<file path="src/hw/rtl/cfd_pkg.sv">
// ----------------------------------------------------------------------------
// COBS frame decoder package
// Shared widths, capacity and result codes for the COBS frame decoder.
// ----------------------------------------------------------------------------
`default_nettype none

package cfd_pkg;

   // Widths of the fields on the ports.
   localparam int BYTE_W   = 8;
   localparam int LENGTH_W = 9;

   // Largest length that fits in the length field.
   localparam int MAX_LENGTH = (1 << LENGTH_W) - 1;

   // Decoded bytes kept per frame before the frame counts as overflowed.
   localparam int FRAME_CAPACITY = 256;

   // The count must be able to hold the capacity itself.
   localparam int COUNT_W = $clog2(FRAME_CAPACITY + 1);

   // Width used when the count is compared against the largest length.
   localparam int LEN_CMP_W = (COUNT_W > LENGTH_W) ? COUNT_W : LENGTH_W;

   // Code byte of a full block, which carries no stripped zero.
   localparam logic [BYTE_W-1:0] FULL_BLOCK_CODE = 8'hff;

   // Frame delimiter byte.
   localparam logic [BYTE_W-1:0] DELIMITER = 8'h00;

   typedef enum logic [0:0] {
      KIND_PAYLOAD   = 1'b0,
      KIND_FRAME_END = 1'b1
   } item_kind_type;

   typedef enum logic [1:0] {
      STATUS_GOOD     = 2'd0,
      STATUS_EMPTY    = 2'd1,
      STATUS_OVERFLOW = 2'd2
   } frame_status_type;

endpackage : cfd_pkg

`default_nettype wire

</file>
<file path="src/hw/rtl/cobs_frame_decoder_top.sv">
// ----------------------------------------------------------------------------
// COBS frame decoder
// Streams raw link bytes in and decoded payload bytes and frame-end requests out.
// ----------------------------------------------------------------------------
// Usage:
//   The request channel (req_valid, req_ready, req_rx_byte) takes one raw byte
//   from the link per request. A zero byte closes the current frame. The
//   response channel (rsp_valid, rsp_ready, rsp_*) carries either a decoded
//   payload byte (rsp_item_kind = payload) or a frame-end marker with the
//   frame status and the number of decoded bytes kept.
//   A byte is captured in the input register, then decoded and written into
//   the response register. Bytes that produce no response (code bytes that
//   close no short block, bytes past capacity) simply leave the pipeline.
//   Throughput is one byte per cycle while the receiver takes responses; the
//   limit is the single decode step that updates the block and frame counters.
//   When the receiver stalls, the response register holds its request, the
//   input register holds the next byte, and req_ready falls once both are
//   full. Nothing is dropped or repeated across a stall.
//   Reset (synchronous, active high) empties both registers and clears the
//   block code, block position, decoded count and overflow flag, so the
//   first byte after reset starts a new frame.
// ----------------------------------------------------------------------------
`default_nettype none

module cobs_frame_decoder_top
   import cfd_pkg::*;
(
   input  wire logic                clock,
   input  wire logic                reset,

   input  wire logic                req_valid,
   output logic                     req_ready,
   input  wire logic [BYTE_W-1:0]   req_rx_byte,

   output logic                     rsp_valid,
   input  wire logic                rsp_ready,
   output logic                     rsp_item_kind,
   output logic [BYTE_W-1:0]        rsp_payload_byte,
   output logic [1:0]               rsp_frame_status,
   output logic [LENGTH_W-1:0]      rsp_frame_length
);

   // Input register.
   logic              in_valid_ff;
   logic [BYTE_W-1:0] in_byte_ff;

   // Decoder state.
   logic [BYTE_W-1:0]  block_code_ff,    block_code_in;
   logic [BYTE_W-1:0]  block_pos_ff,     block_pos_in;
   logic [COUNT_W-1:0] decoded_count_ff, decoded_count_in;
   logic               overflow_ff,      overflow_in;

   // Response register.
   logic                  rsp_valid_ff;
   item_kind_type         rsp_kind_ff,   rsp_kind_in;
   logic [BYTE_W-1:0]     rsp_byte_ff,   rsp_byte_in;
   frame_status_type      rsp_status_ff, rsp_status_in;
   logic [LENGTH_W-1:0]   rsp_length_ff, rsp_length_in;

   logic advance;
   logic is_delim;
   logic in_block;
   logic stripped;
   logic has_value;
   logic room;
   logic emit;
   logic [BYTE_W-1:0]    value;
   logic [LEN_CMP_W-1:0] count_ext;

   // The decode stage moves when the response register is free or being taken.
   assign advance   = !rsp_valid_ff || rsp_ready;
   assign req_ready = !in_valid_ff || advance;

   always_comb begin
      is_delim  = (in_byte_ff == DELIMITER);
      in_block  = (block_pos_ff < block_code_ff);
      // A finished short block stands for a zero the encoder removed.
      stripped  = (block_code_ff != '0) && (block_code_ff != FULL_BLOCK_CODE);
      has_value = !is_delim && (in_block || stripped);
      value     = in_block ? in_byte_ff : '0;
      room      = (decoded_count_ff < COUNT_W'(FRAME_CAPACITY));
      emit      = is_delim || (has_value && room);

      count_ext = LEN_CMP_W'(decoded_count_ff);

      block_code_in    = block_code_ff;
      block_pos_in     = block_pos_ff;
      decoded_count_in = decoded_count_ff;
      overflow_in      = overflow_ff;

      rsp_kind_in   = KIND_PAYLOAD;
      rsp_byte_in   = value;
      rsp_status_in = STATUS_GOOD;
      rsp_length_in = '0;

      if (is_delim) begin
         rsp_kind_in = KIND_FRAME_END;
         rsp_byte_in = '0;
         priority if (overflow_ff) begin
            rsp_status_in = STATUS_OVERFLOW;
         end else if (decoded_count_ff == '0) begin
            rsp_status_in = STATUS_EMPTY;
         end else begin
            rsp_status_in = STATUS_GOOD;
         end
         if (count_ext > LEN_CMP_W'(MAX_LENGTH)) begin
            rsp_length_in = LENGTH_W'(MAX_LENGTH);
         end else begin
            rsp_length_in = LENGTH_W'(count_ext);
         end
         block_code_in    = '0;
         block_pos_in     = '0;
         decoded_count_in = '0;
         overflow_in      = 1'b0;
      end else begin
         if (in_block) begin
            block_pos_in = block_pos_ff + 1'b1;
         end else begin
            block_code_in = in_byte_ff;
            block_pos_in  = BYTE_W'(1);
         end
         if (has_value) begin
            if (room) begin
               decoded_count_in = decoded_count_ff + 1'b1;
            end else begin
               overflow_in = 1'b1;
            end
         end
      end
   end

   // Input register.
   always_ff @(posedge clock) begin
      if (reset) begin
         in_valid_ff <= 1'b0;
      end else if (req_ready) begin
         in_valid_ff <= req_valid;
      end
      if (req_valid && req_ready) begin
         in_byte_ff <= req_rx_byte;
      end
   end

   // Decoder state, updated as a byte leaves the input register.
   always_ff @(posedge clock) begin
      if (reset) begin
         block_code_ff    <= '0;
         block_pos_ff     <= '0;
         decoded_count_ff <= '0;
         overflow_ff      <= 1'b0;
      end else if (in_valid_ff && advance) begin
         block_code_ff    <= block_code_in;
         block_pos_ff     <= block_pos_in;
         decoded_count_ff <= decoded_count_in;
         overflow_ff      <= overflow_in;
      end
   end

   // Response register.
   always_ff @(posedge clock) begin
      if (reset) begin
         rsp_valid_ff <= 1'b0;
      end else if (advance) begin
         rsp_valid_ff <= in_valid_ff && emit;
      end
      if (advance && in_valid_ff && emit) begin
         rsp_kind_ff   <= rsp_kind_in;
         rsp_byte_ff   <= rsp_byte_in;
         rsp_status_ff <= rsp_status_in;
         rsp_length_ff <= rsp_length_in;
      end
   end

   assign rsp_valid        = rsp_valid_ff;
   assign rsp_item_kind    = rsp_kind_ff;
   assign rsp_payload_byte = rsp_byte_ff;
   assign rsp_frame_status = rsp_status_ff;
   assign rsp_frame_length = rsp_length_ff;

endmodule : cobs_frame_decoder_top

`default_nettype wire

</file>
<file path="config.mk">
export PLATFORM = sky130hd
export DESIGN_NAME = cobs_frame_decoder_top
export DESIGN_NICKNAME = d
export VERILOG_FILES = /design/src/hw/rtl/cfd_pkg.sv /design/src/hw/rtl/cobs_frame_decoder_top.sv
export SDC_FILE = /design/constraint.sdc
export NUM_CORES = 1
export LEC_CHECK = 0
export CAP_MARGIN = 20
export CORE_ASPECT_RATIO = 0.7
export CORE_MARGIN = 1
export CORE_UTILIZATION = 40
export CTS_BUF_LIST = sky130_fd_sc_hd__clkbuf_2 sky130_fd_sc_hd__clkbuf_4 sky130_fd_sc_hd__clkbuf_8
export DETAILED_ROUTE_END_ITERATION = 10
export DONT_BUFFER_PORTS = 1
export SETUP_SLACK_MARGIN = 0.2
export SYNTH_ARGS = -nofsm -noshare
export SYNTH_HDL_FRONTEND = slang
export SYNTH_SLANG_ARGS = --single-unit
</file>
<file path="constraint.sdc">
create_clock -name clock -period 6.9 [get_ports clock]
set_input_delay 0.69 -clock clock [delete_from_list [all_inputs] [get_ports clock]]
set_output_delay 0.69 -clock clock [all_outputs]
set_load 0.005 [all_outputs]
</file>
## Word-level counts from Yosys, hierarchy flattened

Index checks and enable logic that the tools add are counted.

- Register bits: 56
- Bits of input ports: 12
- Output and inout port bits: 22
- Word-level logic and storage cells: 60

- Add/subtract/negate cells: 2
- Mux-type cells: 14
- $lt $le $gt $ge: 3
- Reductions and logical operators: 24
- Bitwise gates (word level): 2
- Eq/ne operators: 3

Operator list:

| cell | count |
|---|---|
| 9-bit two-way mux | 4 |
| 8-bit two-way mux | 4 |
| 9-bit by 1-bit adder with 9-bit output, second input constant | 1 |
| 9-bit > comparator, second input constant | 1 |
| 9-bit zero test | 1 |
| 9-bit < comparator, second input constant | 1 |
| 8-bit by 1-bit adder with 8-bit output, second input constant | 1 |
| 8-bit zero test | 1 |
| 8-bit < comparator | 1 |
| 8-bit != test, second input constant | 1 |
| 8-bit nonzero test | 1 |
| 1-bit logical AND | 7 |
| 3-bit AND reduction | 2 |
| 1-bit two-way mux | 5 |
| 1-bit logical OR | 4 |
| 2-bit != test, second input constant | 2 |
| 2-bit nonzero test | 2 |
| 2-bit OR reduction | 2 |
| 1-bit zero test | 3 |
| 2-bit two-way mux | 1 |
| 1-bit NOT | 2 |
| 2-bit AND reduction | 1 |

## Logic depth before layout (Yosys ltp)

Gate-level depths: netlist of run 1.

- Depth in word-level cells: 7
- Depth in mapped cells: 9
- Mapped depth without buffers: 8

## Least setup slack after synthesis of run 1

OpenSTA, ideal clock, no wires.

- Path kind: register to register
- Start point: reg block_code_ff[2]
- End point: reg rsp_length_ff[0], in the netlist rsp_frame_length[0] (enable)
- Cell stages (with the launch flop): 9
- Required time: 6.525 ns
- Clock period less this slack: 2.292 ns
- Library setup time: 0.375 ns
- Slack: 4.608 ns
- Buffers on the path: 1
- Arrival: 1.917 ns
- Path through: dfxtp_1 -> inv_1 -> ha_1 -> a211oi_1 -> o21ai_0 -> a21oi_4 -> o21ai_2 -> buf_6 -> inv_1

- Cells in the longest elaborated chain, start to end: 7
- Elaborated cells on any way between the ends: 9
- Those cells by class: 1 x order compare; 1 x eq/ne; 7 x reduce/logical

Ends and longest elaborated chain:

| element | RTL line | text |
|---|---|---|
| start, declared | cobs_frame_decoder_top.sv:48 | `logic [BYTE_W-1:0] block_code_ff, block_code_in;` |
| start signal, assigned | cobs_frame_decoder_top.sv:152 | `block_code_ff <= block_code_in;` |
| parallel branches: the longest is 2 deep, another holds 8-bit < comparator | - |  |
| 1-bit logical OR (*) | cobs_frame_decoder_top.sv:79 | `has_value = !is_delim && (in_block \|\| stripped);` |
| 1-bit logical AND (*) | cobs_frame_decoder_top.sv:79 |  |
| 1-bit logical AND (*) | cobs_frame_decoder_top.sv:82 | `emit = is_delim \|\| (has_value && room);` |
| 1-bit logical OR (*) | cobs_frame_decoder_top.sv:82 |  |
| 1-bit logical AND (*) | cobs_frame_decoder_top.sv:166 | `if (advance && in_valid_ff && emit) begin` |
| end signal, assigned | cobs_frame_decoder_top.sv:170 | `rsp_length_ff <= rsp_length_in;` |
| end, declared | cobs_frame_decoder_top.sv:58 | `logic [LENGTH_W-1:0] rsp_length_ff, rsp_length_in;` |

Mark *: on every way between the ends.
A chain may end at the register's enable or synchronous reset.

## Worst setup path after layout of run 1

- Start point: reg block_code_ff[2]
- End point: reg rsp_byte_ff[4], in the netlist rsp_payload_byte[4] (enable)

- Cells in the longest elaborated chain, start to end: 7
- Elaborated cells on any way between the ends: 9
- Those cells by class: 1 x order compare; 1 x eq/ne; 7 x reduce/logical

Ends and longest elaborated chain:

| element | RTL line | text |
|---|---|---|
| parallel branches: the longest is 2 deep, another holds 8-bit < comparator | - |  |
| 1-bit logical OR (*) | cobs_frame_decoder_top.sv:79 |  |
| 1-bit logical AND (*) | cobs_frame_decoder_top.sv:79 |  |
| 1-bit logical AND (*) | cobs_frame_decoder_top.sv:82 |  |
| 1-bit logical OR (*) | cobs_frame_decoder_top.sv:82 |  |
| 1-bit logical AND (*) | cobs_frame_decoder_top.sv:166 |  |
| end signal, assigned | cobs_frame_decoder_top.sv:168 | `rsp_byte_ff <= rsp_byte_in;` |
| end, declared | cobs_frame_decoder_top.sv:56 | `logic [BYTE_W-1:0] rsp_byte_ff, rsp_byte_in;` |

Marks and branches as above.

==> results.md, run 1 <==
* Status: finished clean
* Global route overflow at 0
* Hold Worst Slack at 0.420 ns
* Antenna violations before repair at 0
* Shortest clock period the worst path allows after layout at 2.74 ns
* Met1 WL at 2.60 mm
* Clock sink count at 56
* Relative max-transition margin at 37.1%
* Post-synthesis net count at 245
* Total iterations of the first detailed-routing run at 4
* Post-Layout Inst Area at 2610 µm²
* FF+latch count, synth at 56
* Critical Path End Type: flip-flop
* Top area cells in the synthesized netlist: sky130_fd_sc_hd__edfxtp_1 34%, sky130_fd_sc_hd__dfxtp_1 23%, sky130_fd_sc_hd__ha_1 5.6%, sky130_fd_sc_hd__mux2i_1 3.3%, sky130_fd_sc_hd__nor2_1 3.1%
* Floorplan row count at 23
* Average footprint of a synthesized cell at 11.1 µm²
* Detail-routed via count per cell at 5.28
* Static Leakage at 0.921 nW
* Maximum number of buffers from clock root to sink at 2
* Most instantiated flip-flop cell in the synthesis netlist: sky130_fd_sc_hd__edfxtp_1
* Mapped Area at 2460 µm²
* Input/output buffers at 0
* Max-cap violation count at 0
* Critical-path cell list: inv_1 > ha_1 > a211oi_1 > o21ai_0 > a21oi_4 > o21ai_2 > inv_1
* Worst hold-check path type: in -> reg
* Met3 wire len at 264 µm
* Post-synthesis sequential area ratio at 57.1%
* Buffers inserted by post-CTS timing repair at 0
* Via count of the first global-routing pass at 1460
* Top routing layer used: met4
* TritonCTS clock tree: yes
* Standard cell with the maximum stage delay on the critical path: sky130_fd_sc_hd__inv_1
* Ratio of final minimum period to clock period at 39.7%
* Number of design-rule violations left by the first detailed-router iteration at 68
* Post-synthesis cell type with the largest combined area: sky130_fd_sc_hd__edfxtp_1
* DRC Markers at 0
* Die Span X at 95.7 µm
* Least-Margin Pin Slew at 0.944 ns
* Fraction of synthesized cell area taken by the top area cell type at 34.2%
* WS Path Type: reg -> reg
* Placeable core region at 5810 µm²
* Synth-to-Final Area Change at 6.27%
* Die Ht at 67.6 µm
* Routed length per instance at 15.3 µm
* Post-synthesis cell type count at 42
* Total die area at 6460 µm²
* I/O pin count at 34
* Aggregate negative setup slack at 0 ns
* Total clock buffers created by CTS at 5
* Maximum ir drop on the vdd rail at 88.1 µV
* Most numerous cell on the critical path: sky130_fd_sc_hd__inv_1
* CTS H-tree lvls at 2
* Clock Tree Root: sky130_fd_sc_hd__clkbuf_8
* Data arrival time at the worst-slack endpoint at 2.69 ns
* Fin util at 44.9%
* Number of nets in the finished design at 246
* Total via count in the routed design at 1580
* Maximum number of pins on one net before global-route repair at 22
* Maximum clock skew at final layout at 0.00561 ns
* Number of flops mapped to enable cells by yosys at 28
* HPWL reported at the end of detailed placement at 3.22 mm
* Share of flip-flops with an asynchronous set or reset after synthesis at 0%
* Clock latency on the worst-skew pair at 0.32 ns
* Remaining antenna violation count at 0
* Worst Setup Start Kind: flip-flop
* Length of routed met2 wiring at 1.66 mm
* Placed cell area at 2520 µm²
* Hold buffer count at cts at 0
* Power density normalized to cell area at 252 nW/µm²
* Wire length of the first global-routing pass at 7.57 mm
* Warnings from Yosys at 0
* Clk slew on worst S/H paths at 0.10 ns
* Fraction of final layout cells sized beyond drive strength 1 at 11.6%
* Cts repair resizes at 0
* Worst Path Required at 6.86 ns
* Maximum fanout count along the critical path at 20
* Number of slew-limit violations in the final report at 0
* Gate Count Post-Synth at 222
* Total Routing Usage GR at 16.3%
* Initial Util at 42.3%
* Global placement routability congestion at 0.813
* Antenna diode count at 0
* Final Hold Vio Count at 0
* Setup repair after global routing missed its margin: false
* Overall Power at 0.000657 W
* Final setup violation count at 0
* Maximum operating frequency at 366 MHz
* Delay of the slowest critical-path stage at 0.61 ns
* Detailed Route WL at 4.58 mm
## metal layers
layer | up-vias | GRT usage (%)
li1 | 801 | -
met1 | 720 | 25.0
met2 | 55 | 20.6
met3 | 4 | 4.28
met4 | 0 | 7.28
met5 | - | 0
## sequential cells by signal, summed over array words and instances, names as in the netlist
name              flops
count_ext             9
rsp_frame_length      9
block_code_ff         8
block_pos_ff          8
in_byte_ff            8
rsp_payload_byte      8
rsp_frame_status      2
in_valid_ff           1
overflow_ff           1
rsp_item_kind         1
rsp_valid             1
## layout by cell type, fill, tap and decap left out, types with 2 or more instances in the layout
| cell type | count |
|---|---|
| sky130_fd_sc_hd__dfxtp_1 | 28 |
| sky130_fd_sc_hd__edfxtp_1 | 28 |
| sky130_fd_sc_hd__nor2_1 | 20 |
| sky130_fd_sc_hd__nand2_1 | 13 |
| sky130_fd_sc_hd__a21oi_1 | 13 |
| sky130_fd_sc_hd__inv_1 | 12 |
| sky130_fd_sc_hd__ha_1 | 11 |
| sky130_fd_sc_hd__and2_1 | 9 |
| sky130_fd_sc_hd__mux2i_1 | 8 |
| sky130_fd_sc_hd__nor3_1 | 7 |
| sky130_fd_sc_hd__nand4_1 | 7 |
| sky130_fd_sc_hd__and3_2 | 7 |
| sky130_fd_sc_hd__nand3_1 | 6 |
| sky130_fd_sc_hd__o21ai_0 | 6 |
| sky130_fd_sc_hd__nor4_1 | 5 |
| sky130_fd_sc_hd__xor2_1 | 5 |
| sky130_fd_sc_hd__clkbuf_8 | 5 |
| sky130_fd_sc_hd__or3_1 | 4 |
| sky130_fd_sc_hd__and3_1 | 2 |
| sky130_fd_sc_hd__nor4_2 | 2 |
| sky130_fd_sc_hd__a211oi_1 | 2 |
| sky130_fd_sc_hd__a21o_1 | 2 |
| sky130_fd_sc_hd__a21oi_2 | 2 |
| sky130_fd_sc_hd__xnor2_1 | 2 |
## kinds of logic (layout without fill, tap and decap cells)
group	count (synthesis)	count (layout)	synth area share (%)
and+or+nand+nor	89	89	19.9
DFF	56	56	57.1
AOI/OAI and AO/OA	32	32	8.36
muxes	8	8	3.26
xor gates and xnor gates	7	7	2.50
adders and majority gates	11	11	5.60
buffers and inverters	19	21	3.36
## worst max-delay path: cells and delay by family (launching register included)
| kind | cells | cell delay (ns) |
|---|---|---|
| AOI/OAI and AO/OA | 4 | 1.03 |
| adders and majority gates | 1 | 0.30 |
| buffers and inverters | 2 | 0.68 |
| DFF | 1 | 0.36 |
## cell usage after synthesis, drive strengths merged (3+ instances only)
library cell,instances
o21ai,7
nand2,14
and3,9
xor2,5
nor2,20
inv,12
nand3,6
a21o,3
edfxtp,28
mux2i,8
nand4,7
dfxtp,28
ha,11
nor4,7
nor3,7
clkbuf,4
a21oi,16
or3,4
and2,10
## per-stage QoR
stage / std cells / worst slack [ns]
floorplan: 222 / 4.61
global route: 299 / 3.82
CTS: 299 / 4.12
finish: 299 / 4.16
detailed placement: 291 / 4.15
global placement: 291 / 4.21
## report_power, final
part | total, W | switching [W] | internal (W)
Clock | 0.000189 | 0.000113 | 0.0000765
Combinational | 0.0000763 | 0.0000493 | 0.0000270
Sequential | 0.000391 | 0.0000154 | 0.000376
Total | 0.000657 | 0.000178 | 0.000479
## final cells by class
class                   instances  area (µm²)
flip-flops and latches         56        1400
well taps                      75        93.8
clock inverters                 2        16.3
fillers                       552        3200
inverters                      13        50.0
clock buffers                   6        76.3
multi-input cells             147         972
## worst paths after layout
check	startpoint	endpoint	slack, ns	depth (start not counted)
worst max register to register	block_code_ff[2]$_SDFFE_PP0P_	rsp_payload_byte[4]$_SDFFCE_PP0P_	4.16	7
worst min-delay path	reset	in_valid_ff$_SDFFE_PP0N_	0.42	1
worst max-delay path	block_code_ff[2]$_SDFFE_PP0P_	rsp_payload_byte[4]$_SDFFCE_PP0P_	4.16	7
worst min register to register	block_pos_ff[1]$_SDFFE_PP0P_	block_pos_ff[1]$_SDFFE_PP0P_	0.50	2
Note: power is estimated with default switching activity, not from simulation.
==> inputs of run 2 (changes only) <==
- ABC_AREA: unset -> 1
- clock period: 6.9 -> 2.45 ns (I/O delays scaled with it)
==> results.md, run 2 <==
* Clk slew on worst S/H paths at 0.11 ns (about the same)
* Number of design-rule violations left by the first detailed-router iteration at 138 (+100%)
* Final setup violation count at 0 (unchanged)
* I/O pin count at 34 (unchanged)
* Adder-cell area share of the yosys netlist at 5.27% (-0.34 points)
* Worst path buffer plus inverter count at 2 (unchanged)
* Non-filler cells in the finished layout at 379 (+27%)
* Fraction of the mapped netlist area in compound gates at 5.89% (-2.5 points)
* Maximum operating frequency at 497 MHz (+36%)
* Status: finished clean
* Die Span X at 98.6 µm (+3.1%)
* Wire length of the first global-routing pass at 8.14 mm (+7.6%)
* Maximum ir drop on the vdd rail at 299 µV (+240%)
* Top post-synthesis cells by count: 56 x sky130_fd_sc_hd__nor2_1, 48 x sky130_fd_sc_hd__nand2_1, 31 x sky130_fd_sc_hd__inv_1, 28 x sky130_fd_sc_hd__dfxtp_1, 28 x sky130_fd_sc_hd__edfxtp_1
* Overall Power at 0.00233 W (+250%)
* Aggregate negative setup slack at 0 ns (unchanged)
* Critical-path cell list: inv_1 > ha_1 > a21oi_1 > o21a_1 > nand2_1 > nand2_1 > nand2_4 > inv_6
* Average footprint of a synthesized cell at 9.01 µm² (-19%)
* Gate Count Post-Synth at 290 (+31%)
* Critical Path Start: block_code_ff[5]$_SDFFE_PP0P_
* Ratio of final minimum period to clock period at 82.2% (+43 points)
* Total clock buffers created by CTS at 5 (unchanged)
* Total iterations of the first detailed-routing run at 4 (unchanged)
* Maximum clock skew at final layout at 0.0111 ns (+0.00549 ns)
* Final Hold Vio Count at 0 (unchanged)
* WS Path Type: reg -> reg
* DRC Markers at 0 (unchanged)
* Synth-to-Final Area Change at 8.81%
* Input/output buffers at 0 (unchanged)
* Buffers inserted by post-CTS timing repair at 0 (unchanged)
* Max-cap violation count at 0 (unchanged)
* Clock Tree Root: sky130_fd_sc_hd__clkbuf_8
* Shortest clock period the worst path allows after layout at 2.01 ns (-0.723 ns)
* Least-Margin Pin Slew at 0.423 ns (-0.521 ns)
* Detailed Route WL at 5.05 mm (+10%)
* Share of flip-flops with an asynchronous set or reset after synthesis at 0% (unchanged)
* Power density normalized to cell area at 820 nW/µm² (+230%)
* Maximum fanout count along the critical path at 21 (+5.0%)
* Startpoint of the worst hold path: req_rx_byte[1]
* Remaining antenna violation count at 0 (unchanged)
* Global placement routability congestion at 0.844 (+3.8%)
* Warnings from Yosys at 0 (unchanged)
* Die Ht at 69.6 µm (+3.0%)
* HPWL reported at the end of detailed placement at 3.64 mm (+13%)
* Post-synthesis simple-gate area fraction at 25.9% (+6.0 points)
* Static Leakage at 1.15 nW (+24%)
* Post-synthesis net count at 313 (+28%)
* Placeable core region at 6280 µm² (+8.0%)
* Relative max-transition margin at 71.7% (+35 points)
* Dominant combinational cell family by area after synthesis: simple AND/OR/NAND/NOR gates
* Worst hold-check path type: in -> reg
* RR Startpoint: block_code_ff[5]$_SDFFE_PP0P_
* Total die area at 6860 µm² (+6.2%)
* Most common cell in the synthesized netlist: sky130_fd_sc_hd__nor2_1
* Standard cell with the maximum stage delay on the critical path: sky130_fd_sc_hd__dfxtp_1
* Number of cells after detailed placement at 365 (+25%)
* Post-synthesis sequential area ratio at 53.6% (-3.4 points)
* Family with the most delay on the worst path: flip-flops
* Number of nets in the finished design at 322 (+31%)
* Total via count in the routed design at 1861 (+18%)
* Multiplexer share of the synthesized area at 0% (-3.3 points)
* Initial Util at 41.6% (-0.62 points)
* Worst Setup Start Kind: flip-flop
* Maximum number of pins on one net before global-route repair at 22 (unchanged)
* Commonest non-fill, non-tap cell in the layout: sky130_fd_sc_hd__nor2_1
* Most numerous cell on the critical path: sky130_fd_sc_hd__nand2_1
* Total Routing Usage GR at 15.3% (-0.93 points)
* Global route overflow at 0 (unchanged)
* Critical Path End Type: flip-flop
* Mapped Area at 2610 µm² (+6.4%)
* Post-synthesis cell type with the largest combined area: sky130_fd_sc_hd__edfxtp_1
* TritonCTS clock tree: yes
* Post-synthesis cell type count at 32 (-24%)
* Detail-routed via count per cell at 4.91 (-7.1%)
* Clock latency on the worst-skew pair at 0.32 ns (about the same)
* Fraction of synthesized cell area taken by the top area cell type at 32.2% (-2.0 points)
* CTS H-tree lvls at 2 (unchanged)
* Via count of the first global-routing pass at 1598 (+9.5%)
* FF+latch count, synth at 56 (unchanged)
* Floorplan row count at 24 (+4.3%)
* Antenna violations before repair at 1 (+1)
* Top area cells in the synthesized netlist: sky130_fd_sc_hd__edfxtp_1 32%, sky130_fd_sc_hd__dfxtp_1 21%, sky130_fd_sc_hd__nor2_1 8.0%, sky130_fd_sc_hd__nand2_1 6.9%, sky130_fd_sc_hd__ha_1 5.3%
* Maximum number of buffers from clock root to sink at 2 (unchanged)
* Fraction of final layout cells sized beyond drive strength 1 at 10.0% (-1.6 points)
* Delay of the slowest critical-path stage at 0.41 ns (-0.20 ns)
* Setup repair after global routing missed its margin: false
* Routed length per instance at 13.3 µm (-13%)
* Clock sink count at 56 (unchanged)
* Data arrival time at the worst-slack endpoint at 2.03 ns (-0.66 ns)
* XOR/XNOR share of the synthesized area at 2.35% (-0.15 points)
* Most instantiated flip-flop cell in the synthesis netlist: sky130_fd_sc_hd__edfxtp_1
* Worst Path Required at 2.47 ns (-4.39 ns)
* Number of slew-limit violations in the final report at 0 (unchanged)
* Highest-count cells in the layout ignoring fill and taps: 56 x sky130_fd_sc_hd__nor2_1, 48 x sky130_fd_sc_hd__nand2_1, 31 x sky130_fd_sc_hd__inv_1, 28 x sky130_fd_sc_hd__dfxtp_1, 28 x sky130_fd_sc_hd__edfxtp_1
* Number of flops mapped to enable cells by yosys at 28 (unchanged)
==> run 2: cell types whose count changed after synthesis, moves of 8 or more <==
cell,delta
sky130_fd_sc_hd__nor2_1,+36
sky130_fd_sc_hd__nand2_1,+35
sky130_fd_sc_hd__and2_1,-9
sky130_fd_sc_hd__nand3_1,+10
sky130_fd_sc_hd__mux2i_1,-8
sky130_fd_sc_hd__inv_1,+19
==> run 2: through the flow <==
stage	util (%)	hold slack [ns]	setup slack, ns	cell area (µm²)
2_1_floorplan	-	0.314	0.577	2610
3_3_place_gp	42.9	0.318	0.309	2700
3_5_place_dp	42.9	0.318	0.291	2700
4_1_cts	44.5	0.0147	0.265	2800
5_1_grt	45.3	0.000666	0.247	2840
6_report	45.3	0.0139	0.437	2840
==> run 2: layout make-up <==
| cell class | count | area, µm² |
|---|---|---|
| flip-flops and latches | 56 | 1400 |
| fillers | 604 | 3430 |
| multi-input cells | 189 | 1030 |
| clock inverters | 3 | 21.3 |
| clock buffers | 5 | 68.8 |
| inverters | 40 | 158 |
| diodes | 1 | 2.50 |
| repair buffers | 7 | 65.1 |
| well taps | 78 | 97.6 |
==> run 2: cell families after synthesis <==
group	Yosys count
compound gates	28
xor+xnor	7
fa+ha+maj	11
buf+inv	45
flops	56
simple gates	143
==> run 2: report_power, final <==
part	leakage, nW	switching, W	internal [W]
Sequential	0.495	0.0000848	0.00115
Clock	0.0445	0.000316	0.000204
Combinational	0.605	0.000397	0.000181
==> run 2: worst paths after layout <==
path                                        to  slack [ns]  depth (start not counted)
max          rsp_payload_byte[3]$_SDFFCE_PP0P_        0.44                          8
min                    in_byte_ff[1]$_DFFE_PP_        0.01                          0
max reg2reg  rsp_payload_byte[3]$_SDFFCE_PP0P_        0.44                          8
min reg2reg           overflow_ff$_SDFFE_PP0P_        0.49                          2
==> run 2: timing repair <==
item / CTS / global route
hold buffers: 1 / 4
hold endpoints to repair: 12 / 4
gates resized for setup: 0 / 3
setup endpoints to repair: 0 / 21
==> run 2: layer usage <==
metal / vias up / share of wire (%) / track usage [%]
met4: 0 / 1.0 / 3.98
met3: 7 / 5.1 / 4.33
met5: - / 0 / 0
met1: 845 / 59 / 25.1
met2: 53 / 35 / 18.8
li1: 956 / - / -
==> inputs of run 3 (changes only) <==
- clock period: 2.45 -> 1.8 ns (I/O delays scaled with it)
==> results.md, run 3 (synthesis results as in run 2) <==
* Setup repair after global routing missed its margin: true
* Family with the most delay on the worst path: compound AO/OA/AOI/OAI gates
* Clock latency on the worst-skew pair at 0.31 ns (about the same)
* Number of design-rule violations left by the first detailed-router iteration at 161 (+17%)
* Data arrival time at the worst-slack endpoint at 1.91 ns (-0.12 ns)
* Net switching component of the power at 0.00126 W (+58%)
* CTS H-tree lvls at 2 (unchanged)
* Maximum operating frequency at 605 MHz (+22%)
* Number of nets in the finished design at 349 (+8.4%)
* Delay of the slowest critical-path stage at 0.36 ns (-0.05 ns)
* Total iterations of the first detailed-routing run at 4 (unchanged)
* Total via count in the routed design at 2010 (+8.0%)
* Proportion of power drawn by combinational gates at 32.7% (+7.9 points)
* Highest-count cells in the layout ignoring fill and taps: 55 x sky130_fd_sc_hd__nor2_1, 39 x sky130_fd_sc_hd__nand2_1, 28 x sky130_fd_sc_hd__edfxtp_1, 23 x sky130_fd_sc_hd__inv_1, 20 x sky130_fd_sc_hd__buf_4
* Floorplan row count at 24 (unchanged)
* Fraction of final layout cells sized beyond drive strength 1 at 29.7% (+20 points)
* Input/output buffers at 0 (unchanged)
* HPWL reported at the end of detailed placement at 3.77 mm (+3.6%)
* Maximum fanout count along the critical path at 5 (-76%)
* Power density normalized to cell area at 1100 nW/µm² (+34%)
* Worst path buffer plus inverter count at 2 (unchanged)
* Standard cell with the maximum stage delay on the critical path: sky130_fd_sc_hd__dfxtp_2
* Worst Path Required at 2.06 ns (-0.41 ns)
* TritonCTS clock tree: yes
* Pre-CTS setup slack at 0.0584 ns (-0.233 ns)
* Number of inserted filler cells in the final layout at 566 (-6.3%)
* Number of slew-limit violations in the final report at 0 (unchanged)
* Overall Power at 0.00358 W (+54%)
* Final Hold Vio Count at 11 (+11)
* Status: finished with violations
* Relative max-transition margin at 71.6% (-0.077 points)
* Synth-to-Final Area Change at 24.9%
* Clock Tree Root: sky130_fd_sc_hd__clkbuf_8
* Remaining antenna violation count at 0 (unchanged)
* Max-cap violation count at 0 (unchanged)
* Global-route layer with the greatest usage: met1
* Total Routing Usage GR at 17.0% (+1.7 points)
* Least-Margin Pin Slew at 0.425 ns (+0.00209 ns)
* Die Span X at 98.6 µm (unchanged)
* Final setup violation count at 0 (unchanged)
* Maximum ir drop on the vdd rail at 456 µV (+53%)
* Worst hold-check path type: in -> reg
* Detailed Route WL at 5.72 mm (+13%)
* Global placement routability congestion at 0.789 (-6.5%)
* Clk slew on worst S/H paths at 0.11 ns (about the same)
* Critical-path cell list: inv_2 > ha_4 > a21oi_2 > o21a_1 > nand2_2 > nand2_4 > nand2_8 > clkbuf_16 > nand2_4 > a21oi_2
* Met1 Usage GRT at 25.3% (+0.16 points)
* Total clock buffers created by CTS at 5 (unchanged)
* Sequential cell fraction of total power at 47.3% (-5.6 points)
* Aggregate negative setup slack at 0 ns (unchanged)
* Clock sink count at 56 (unchanged)
* Hold buffer count at cts at 9 (+8)
* Maximum clock skew at final layout at 0.00572 ns (-0.00537 ns)
* Die Ht at 69.6 µm (unchanged)
* Critical Path End Type: flip-flop
* Shortest clock period the worst path allows after layout at 1.65 ns (-0.360 ns)
* Static Leakage at 1.33 nW (+16%)
* Maximum number of pins on one net before global-route repair at 19 (-14%)
* FF/Latch Area at 1420 µm² (+1.3%)
* Total die area at 6860 µm² (unchanged)
* Initial Util at 41.6% (unchanged)
* Placeable core region at 6280 µm² (unchanged)
* Detail-routed via count per cell at 4.96 (+1.1%)
* I/O pin count at 34 (unchanged)
* Share of total power consumed by net switching at 35.2% (+0.99 points)
* Antenna diode count at 0 (-1)
* Global route overflow at 0 (unchanged)
* Maximum number of buffers from clock root to sink at 2 (unchanged)
* Ratio of final minimum period to clock period at 91.9% (+9.7 points)
* Commonest non-fill, non-tap cell in the layout: sky130_fd_sc_hd__nor2_1
* Met3 Track Usage GR at 3.73% (-0.60 points)
* Final setup margin at 0.146 ns (-0.290 ns)
* Routed length per instance at 14.1 µm (+6.0%)
* Met2 GRT Util at 24.1% (+5.3 points)
* Worst Setup Start Kind: flip-flop
* Hold Worst Slack at -0.0891 ns (-0.103 ns)
* Area of combinational cells with multiple inputs at 1180 µm² (+15%)
* Violated checks: negative hold slack
* WS Path Type: reg -> reg
* DRC Markers at 0 (unchanged)
* Part of the power in the clock network at 20.0% (-2.3 points)
* Internal portion of total power at 0.00232 W (+51%)
* Antenna violations before repair at 0 (-1)
* Wire length of the first global-routing pass at 9.06 mm (+11%)
* Via count of the first global-routing pass at 1843 (+15%)
run 3: path summary, 6_finish.rpt:
check / from / end / slack (ns) / depth (start not counted)
worst max-delay path: block_code_ff[5]$_SDFFE_PP0P_ / count_ext[4]$_SDFFE_PP0P_ / 0.15 / 10
worst min-delay path: reset / count_ext[3]$_SDFFE_PP0P_ / -0.09 / 1
worst max register to register: block_code_ff[5]$_SDFFE_PP0P_ / count_ext[4]$_SDFFE_PP0P_ / 0.15 / 10
worst min register to register: count_ext[7]$_SDFFE_PP0P_ / count_ext[7]$_SDFFE_PP0P_ / 0.49 / 2
run 3: cell type report:
cell class,instances,share of cell area (%)
inverter,40,5.14
timing repair inverter,2,0.537
tap,78,2.99
multi-input combinational,189,36.1
timing repair buffer,32,8.94
sequential,56,43.5
clock buffer,5,2.11
clock inverter,3,0.652
run 3: metrics by stage:
step	cell area [µm²]	cells	util (%)
5_1_grt	3260	405	52.0
3_3_place_gp	2750	370	43.8
2_1_floorplan	2630	290	-
3_5_place_dp	2750	370	43.8
4_1_cts	3110	397	49.6
6_report	3260	405	52.0
run 3: repair_timing:
item,4_1_cts,5_1_grt
setup endpoints to repair,40,47
hold endpoints to repair,20,11
pin swaps,6,19
gates resized for setup,27,26
cloned,2,1
buffers inserted,8,7
run 3: layer usage:
layer,vias up,wire (µm)
met5,-,0
met4,0,84
met3,9,306
met2,57,2410
met1,928,2910
li1,1016,-
run 3: power groups by stage:
| stage | clock [W] | sequential [W] | combinational, W |
|---|---|---|---|
| floorplan | 0 | 0.00168 | 0.000646 |
| global placement | 0 | 0.00171 | 0.000846 |
| detailed placement | 0 | 0.00172 | 0.000844 |
| CTS | 0.000730 | 0.00169 | 0.00106 |
| global route | 0.000772 | 0.00172 | 0.00130 |
| finish | 0.000715 | 0.00169 | 0.00117 |
